<file path="config.mk">
export PLATFORM = sky130hd
export DESIGN_NAME = mbdf_ctrl
export DESIGN_NICKNAME = d
export VERILOG_FILES = /design/src/design/mbdf_pkg.sv /design/src/design/mbdf_ctrl.sv
export SDC_FILE = /design/constraint.sdc
export NUM_CORES = 1
export LEC_CHECK = 0
export ABC_AREA = 0
export BUFFER_PORTS_ARGS = -buffer_cell sky130_fd_sc_hd__clkbuf_2
export CAP_MARGIN = 0
export CORE_ASPECT_RATIO = 0.8
export CORE_MARGIN = 5
export CORE_UTILIZATION = 51
export CTS_CLUSTER_SIZE = 14
export DETAILED_ROUTE_END_ITERATION = 12
export PLACE_DENSITY = 0.74
export RECOVER_POWER = 50
export SYNTH_ARGS = -nofsm -noshare
export SYNTH_HDL_FRONTEND = slang
export SYNTH_SLANG_ARGS = --single-unit
export TNS_END_PERCENT = 50
</file>
<file path="constraint.sdc">
create_clock -name clk -period 1.75 [get_ports clk]
set_input_delay 0.175 -clock clk [delete_from_list [all_inputs] [get_ports clk]]
set_output_delay 0.175 -clock clk [all_outputs]
set_load 0.01 [all_outputs]
</file>
<file path="src/design/mbdf_pkg.sv">
package mbdf_pkg;

  localparam int MaxShapes  = 32;
  localparam int IdxW       = $clog2(MaxShapes);
  localparam int CntW       = 6;
  localparam int CoordW     = 18;
  localparam int MagW       = 24;
  localparam int DensW      = 32;
  localparam int DiffW      = CoordW + 1;
  localparam int SqW        = 2 * DiffW;
  localparam int D2W        = SqW + 2;
  localparam int NumW       = MagW + 32;
  localparam int SumW       = NumW + IdxW + 1;
  localparam int EpsQ32     = 429;
  localparam int OneQ16     = 65536;
  localparam int EntryW     = 3 * CoordW + MagW;
  localparam int QdivCntW   = $clog2(NumW + 1);
  localparam int CdivCntW   = $clog2(SumW + 1);

  localparam logic MODE_LOAD = 1'b0;
  localparam logic MODE_EVAL = 1'b1;

  // commands from the controller to the datapath
  typedef struct packed {
    logic latch_point;
    logic clear_sum;
    logic rd_en;
    logic load_diff;
    logic load_sq;
    logic load_d2;
    logic term_start;
    logic term_add;
    logic mean_start;
    logic load_out;
  } mbdf_cmd_t;

  // status back to the controller
  typedef struct packed {
    logic term_done;
    logic mean_done;
  } mbdf_sts_t;

endpackage

</file>
<file path="src/design/mbdf_ctrl.sv">
module mbdf_ctrl (
  input  logic                      clk,
  input  logic                      rst,
  input  logic                      in_acc,
  input  logic                      in_mode,
  input  logic [mbdf_pkg::CntW-1:0] count,
  input  mbdf_pkg::mbdf_sts_t       sts,
  output mbdf_pkg::mbdf_cmd_t       cmd,
  output logic [mbdf_pkg::IdxW-1:0] rd_idx,
  output logic                      busy,
  output logic                      out_valid,
  input  logic                      out_stall
);

  typedef enum logic [7:0] {
    S_IDLE = 8'b0000_0001,
    S_READ = 8'b0000_0010,
    S_DIFF = 8'b0000_0100,
    S_SQ   = 8'b0000_1000,
    S_D2   = 8'b0001_0000,
    S_DIV  = 8'b0010_0000,
    S_MEAN = 8'b0100_0000,
    S_OUT  = 8'b1000_0000
  } state_t;

  state_t state, state_next;
  logic [mbdf_pkg::CntW-1:0] idx;
  logic last;
  logic div_go, mean_go;

  assign rd_idx = idx[mbdf_pkg::IdxW-1:0];
  assign last   = (idx + 1'b1) == count;
  assign busy   = (state != S_IDLE) || out_valid;

  always_comb begin
    state_next = state;
    cmd = '0;
    cmd.term_start = div_go;
    cmd.mean_start = mean_go;
    unique case (state)
      S_IDLE: begin
        if (in_acc && in_mode == mbdf_pkg::MODE_EVAL) begin
          cmd.latch_point = 1'b1;
          cmd.clear_sum   = 1'b1;
          state_next      = S_READ;
        end
      end
      S_READ: begin
        cmd.rd_en  = 1'b1;
        state_next = S_DIFF;
      end
      S_DIFF: begin
        cmd.load_diff = 1'b1;
        state_next    = S_SQ;
      end
      S_SQ: begin
        cmd.load_sq = 1'b1;
        state_next  = S_D2;
      end
      S_D2: begin
        cmd.load_d2 = 1'b1;
        state_next  = S_DIV;
      end
      S_DIV: begin
        if (sts.term_done) begin
          cmd.term_add = 1'b1;
          if (last) begin
            state_next = S_MEAN;
          end else begin
            state_next = S_READ;
          end
        end
      end
      S_MEAN: begin
        if (sts.mean_done) begin
          cmd.load_out = 1'b1;
          state_next   = S_OUT;
        end
      end
      S_OUT: begin
        if (!out_valid || !out_stall) begin
          state_next = S_IDLE;
        end
      end
      default: state_next = S_IDLE;
    endcase
  end

  // pulse to start the per-shape division and the final mean
  always_ff @(posedge clk) begin
    if (rst) begin
      div_go  <= 1'b0;
      mean_go <= 1'b0;
    end else begin
      div_go  <= (state == S_D2);
      mean_go <= (state == S_DIV) && sts.term_done && last;
    end
  end

  always_ff @(posedge clk) begin
    if (rst) begin
      state     <= S_IDLE;
      idx       <= '0;
      out_valid <= 1'b0;
    end else begin
      state <= state_next;
      if (state == S_IDLE) begin
        idx <= '0;
      end else if (state == S_DIV && sts.term_done) begin
        idx <= idx + 1'b1;
      end
      // output word held until taken
      if (cmd.load_out) begin
        out_valid <= 1'b1;
      end else if (out_valid && !out_stall) begin
        out_valid <= 1'b0;
      end
    end
  end

endmodule

</file>
==> results of run 1 <==
[cell usage after synthesis (all sizes together) (2+ instances only)]
master,instances
o21ai,5
nand3b,2
nand4,3
and4,2
o211a,2
xnor2,6
nor2,14
nor2b,3
or2,2
nor3b,3
mux2i,2
xor2,6
nand4b,3
nor3,6
a21oi,5
nand2,8
clkbuf,4
dfxtp,17
inv,3
nor4,4
nand4bb,2
buf,13
nand3,3
nand2b,2
[worst paths after layout]
kind | startpoint | endpoint | depth (start not counted)
worst max-delay path | state[3]$_SDFFE_PP0P_ | busy | 5
worst min-delay path | out_stall | out_valid$_SDFFE_PP0P_ | 3
worst max register to register | state[2]$_SDFFE_PP0P_ | state[3]$_SDFFE_PP0P_ | 7
worst min register to register | out_valid$_SDFFE_PP0P_ | out_valid$_SDFFE_PP0P_ | 2
[what timing repair did]
item | CTS | global route
endpoints found under the setup margin | 8 | 16
setup buffers | 6 | 4
resized for setup | 12 | 17
pin swaps | 6 | 5
[critical path, stage by stage, from the launching register on]
cell	delay, ns
dfxtp_2	0.34
buf_4	0.16
nor4_4	0.31
nand2_2	0.16
or2_4	0.25
clkbuf_2	0.12
[power by group through the flow]
stage | Clock, mW | Combinational (mW) | Sequential, mW
CTS | 0.222 | 0.260 | 0.407
floorplan | 0 | 0.134 | 0.417
finish | 0.214 | 0.300 | 0.408
global route | 0.241 | 0.323 | 0.409
detailed placement | 0 | 0.233 | 0.416
global placement | 0 | 0.229 | 0.414
[area by class of cell]
cell class,count,area (um2)
Fill cell,177,654.4
Clock buffer,4,26.28
Inverter,3,11.26
Timing Repair Buffer,52,319.1
Sequential cell,17,355.3
Multi-Input combinational cell,97,742.0
Tap cell,25,31.28
[cells by family after synthesis]
| kind of cell | after synthesis | share of synthesized area |
|---|---|---|
| and+or+nand+nor | 62 | 0.3341 |
| DFF | 17 | 0.2989 |
| AOI/OAI and AO/OA | 20 | 0.1352 |
| adders and majority gates | 1 | 0.01099 |
| muxes | 2 | 0.01758 |
| buffers and inverters | 20 | 0.1110 |
| xor gates and xnor gates | 12 | 0.09231 |
[metrics by stage]
| stage | cell area [um2] | worst slack (ns) |
|---|---|---|
| after floorplan | 1139 | 0.05586 |
| after global placement | 1297 | 0.09523 |
| after detailed placement | 1297 | 0.04565 |
| after CTS | 1414 | -0.06357 |
| after global routing | 1485 | -0.1305 |
| final | 1485 | -0.05678 |
[registers in the layout, indices dropped and copies added, names as in the netlist]
signal     count
state          8
idx            6
mean_go        1
out_valid      1
div_go         1
[metal layers]
metal	routed length, um	GRT usage	vias up	share of wire
li1	-	-	552	-
met1	1333	0.2289	515	0.47
met2	1280	0.2810	31	0.45
met3	179	0.06867	6	0.063
met4	40	0.05654	0	0.014
met5	0	0	-	0
==> results_dict.tcl, run 1 <==
set metrics [dict create \
    outcome "complete, but fails checks" \
    violations "setup timing" \
    syn-num-nets 148 \
    synth_warnings 0 \
    clockRootBuffer "clkbuf_4" \
    start_util 0.5322 \
    intPower_mw 0.6270 \
    dieArea_mm2 0.003283 \
    fin_cells 198 \
    end_kind "primary output" \
    yosysTopAreaCellShare 0.2989 \
    cts_max_level 1 \
    hold_class "in -> reg" \
    tns_ns -0.1247 \
    fmax_mhz 553.5 \
    die_w_um 62.83 \
    synth.avg_cell_area_um2 8.497 \
    skew_ns 0.002366 \
    drtPass1Iterations 4 \
    drc 0 \
    antenna_found_initial 0 \
    cp_max_fo 7 \
    syn2layout_area_growth_pct 30.44 \
    io_buffers 29 \
    grt_pass1_wl_um 4643 \
    period_minus_slack_ns 1.807 \
    dp.cells 184 \
    grt_max_degree 11 \
    wire_per_inst_um 14.31 \
    worst-endpoint-required_ns 1.57 \
    cts_tree "yes" \
    swShare 0.3201 \
    clkLatencyLatePin_ns 0.29 \
    synthFlopType "dfxtp_1" \
    n_antenna_cell 0 \
    synth.area.top_cells "dfxtp_1 (30%), buf_4 (5.9%), xnor2_1 (4.6%)" \
    r2r_slack_ns 0.01 \
    route.vias.total 1104 \
    power.density_mw_per_mm2 620.9 \
    pwr-share-clk 0.232 \
    finalHoldWorstSlack_ns 0.1251 \
    ctsHoldBuffers 0 \
    synth_edf_count 0 \
    path_clk_slew_ns 0.10 \
    track_usage 0.1797 \
    final_util 0.6942 \
    cts_sinks 17 \
    leakagePower_nw 0.6406 \
    globalplace.congestion 0.9041 \
    relSlewSlack 0.7639 \
    io_pins 30 \
    rsz0062_at_grt "yes" \
    drive_above_1_share 0.4509 \
    vias_per_cell 5.576 \
    syn_area_mm2 0.001139 \
    total_power_mw 0.9222 \
    dp_hpwl_um 2044 \
    critPathArrivalTime_ns 1.63 \
    power_frac_seq 0.442 \
    syn_inst 134 \
    synth_cell_types 43 \
    fp.coreArea_mm2 0.002140 \
    layout_setup_ws_ns -0.05678 \
    cts_made_buffers 3 \
    seq_area_frac_synth 0.2989 \
    row_count 15 \
    wirelength_um 2834 \
    synth_area_leader_cell "dfxtp_1" \
    drt_iter0_markers 53 \
    grt_pass1_vias 1059 \
    ant_nets 0 \
    tightest_slew_ns 0.3505 \
    layout_common_cells "clkbuf_2 (24), buf_4 (22), nor2_1 (11)" \
    final_common_cell "clkbuf_2" \
    maxCapViolCount 0 \
    startpoint_type "register" \
    critical_path_class "reg -> out" \
    nets 188 \
    hold_viol_final 0 \
    die-height_um 52.26 \
    clock_path_buffers 2 \
    synthArstFlopShare 0 \
    p_switching_mw 0.2952 \
    synth-seq-cells 17 \
    grt_overflow 0 \
    finalCritPeriodShare 1.032 \
    peakVddDrop_v 0.0004783 \
    power_frac_comb 0.325 \
    finalSetupViolCount 3 \
    slew_violations 0 \
]
Power figures use the tool's default switching activity.
==> run 2: changes to the inputs <==
SETUP_SLACK_MARGIN = 0.15   (was default)
TNS_END_PERCENT = default   (was 50)
==> run 2 against run 1 <==
The run still ends with setup timing left. Final area rose by 11%. Worst hold slack worse by 0.011 ns. First-iteration DRC count rose by 26%. Register-to-register slack worse by 0.04 ns. Largest power group unchanged.
==> results_dict.tcl, run 2 (synthesized netlist as in run 1, its figures left out) <==
set metrics [dict create \
    globalplace.congestion 0.9107 \
    cp_max_fo 4 \
    finalCritPeriodShare 1.036 \
    layout_setup_ws_ns -0.06366 \
    cts_tree "yes" \
    hold_depth 3 \
    dieArea_mm2 0.003283 \
    io_pins 30 \
    rr_startpoint "state[0]$_SDFFE_PP1P_" \
    nets 194 \
    reg2reg_depth 6 \
    final_common_cell "buf_4" \
    worstHoldStart "out_stall" \
    drtPass1Iterations 4 \
    leakagePower_nw 0.7031 \
    fp.coreArea_mm2 0.002140 \
    die-height_um 52.26 \
    busiest_layer "met2" \
    critical_path_class "reg -> out" \
    drt_iter0_markers 67 \
    drive_above_1_share 0.5531 \
    cts_max_level 1 \
    grt_pass1_vias 1076 \
    maxCapViolCount 0 \
    globalRouteMet2Util 0.3362 \
    finalSetupViolCount 7 \
    syn2layout_area_growth_pct 44.62 \
    regMostFlops "state" \
    worst-endpoint-required_ns 1.57 \
    slew_violations 0 \
    grt.met3_usage 0.05794 \
    clock_path_buffers 2 \
    largestRegisters "state x8, idx x6" \
    cts_sinks 17 \
    wirelength_um 3389 \
    largest_reg_flops 8 \
    hold_viol_final 0 \
    power.density_mw_per_mm2 597.6 \
    period_minus_slack_ns 1.814 \
    grt_overflow 0 \
    die_w_um 62.83 \
    total_power_mw 0.9840 \
    critPathArrivalTime_ns 1.64 \
    startpoint_type "register" \
    cts_made_buffers 3 \
    met1_usage 0.2270 \
    clockRootBuffer "clkbuf_4" \
    layout_common_cells "buf_4 (22), clkbuf_2 (20), nor2_1 (11)" \
    end_kind "primary output" \
    drc 0 \
    io_buffers 29 \
    grt_pass1_wl_um 4878 \
    row_count 15 \
    hold_end "out_valid$_SDFFE_PP0P_" \
    relSlewSlack 0.7530 \
    outcome "complete, but fails checks" \
    fillers 147 \
    route.vias.total 1174 \
    grt_max_degree 11 \
    start_util 0.5322 \
    crit_chain "or4_4, nor2_4, nand4_1, inv_1, buf_2" \
    tightest_slew_ns 0.3699 \
    peakVddDrop_v 0.0005918 \
    clkLatencyLatePin_ns 0.30 \
    timing.critical_path.buf_inv 2 \
    antenna_found_initial 0 \
    wire_per_inst_um 16.61 \
    ctsHoldBuffers 0 \
    violations "setup timing" \
    r2r_slack_ns -0.03 \
    critical-path-top-delay-family "simple AND/OR/NAND/NOR gates" \
    n_antenna_cell 0 \
    skew_ns 0.01184 \
    rsz0062_at_grt "yes" \
    final_util 0.7696 \
    path_clk_slew_ns 0.11 \
    vias_per_cell 5.755 \
    r2r-end "idx[5]$_SDFFE_PP0P_" \
    fmax_mhz 551.4 \
    ant_nets 0 \
    track_usage 0.1925 \
    cp_slowest_cell "or4_4" \
    max_stage_delay_ns 0.58 \
    dp_hpwl_um 1995 \
    hold_class "in -> reg" \
]
[run 2: cell count changes in the layout (fill, tap and decap cells not counted), moves of 2 or more]
cell / change
a21oi_1: -2
buf_2: +3
clkbuf_2: -4
a21oi_2: +2
buf_6: +6
nand2_1: -2
[run 2: final cells by class]
type                            instances  area [um2]  area share
Inverter                                3       11.26    0.006839
Timing Repair Buffer                   58       385.4      0.2340
Clock inverter                          1       5.005    0.003040
Multi-Input combinational cell         97       835.8      0.5076
Clock buffer                            3       22.52     0.01368
Sequential cell                        17       355.3      0.2158
Tap cell                               25       31.28     0.01900
[run 2: how the worst max path moves through the flow]
stage                     startpoint                    end  slack, ns  depth (start not counted)
2_1_floorplan  state[2]$_SDFFE_PP0P_    idx[5]$_SDFFE_PP0P_       0.06                          6
3_3_place_gp   state[6]$_SDFFE_PP0P_  state[1]$_SDFFE_PP0P_       0.10                          5
3_5_place_dp   state[0]$_SDFFE_PP1P_    idx[5]$_SDFFE_PP0P_       0.05                          5
4_1_cts        state[1]$_SDFFE_PP0P_                 cmd[0]      -0.05                          5
5_1_grt        state[0]$_SDFFE_PP1P_                   busy      -0.15                          5
6_report       state[0]$_SDFFE_PP1P_                 cmd[0]      -0.06                          5
[run 2: timing repair]
item,CTS,global route
buffers inserted,11,5
pin swaps,10,12
gates resized for setup,23,33
endpoints found under the setup margin,20,23
[run 2: where the power goes]
group / leakage (nW) / switching, mW / internal, mW / total (mW)
clock network: 0.0177 / 0.134 / 0.0852 / 0.219
registers: 0.141 / 0.0115 / 0.397 / 0.409
logic: 0.544 / 0.184 / 0.173 / 0.357
total: 0.703 / 0.329 / 0.655 / 0.984
[run 2: routing by layer]
metal  routed length [um]  vias up
met3                  199       12
met2                 1576       41
li1                     -      568
met4                  112        0
met5                    0        -
met1                 1501      553
[run 2: through the flow]
step                setup WS (ns)  setup TNS (ns)  instance area, um2  instances  hold WS [ns]
finish                   -0.06366         -0.2725                1647        204        0.1141
global route              -0.1470         -0.8058                1647        204        0.1208
CTS                      -0.05143         -0.1259                1489        199        0.1289
detailed placement        0.05141               0                1297        184        0.4526
global placement           0.1008               0                1297        184        0.4246
floorplan                 0.05628               0                1139        134        0.3240
[run 2: worst register-to-register path: stages, from the launching register on]
cell	delay, ns
dfxtp_2	0.35
or4_4	0.58
nor3_4	0.24
buf_6	0.17
nand4_4	0.12
xor2_2	0.18
nor2_2	0.05
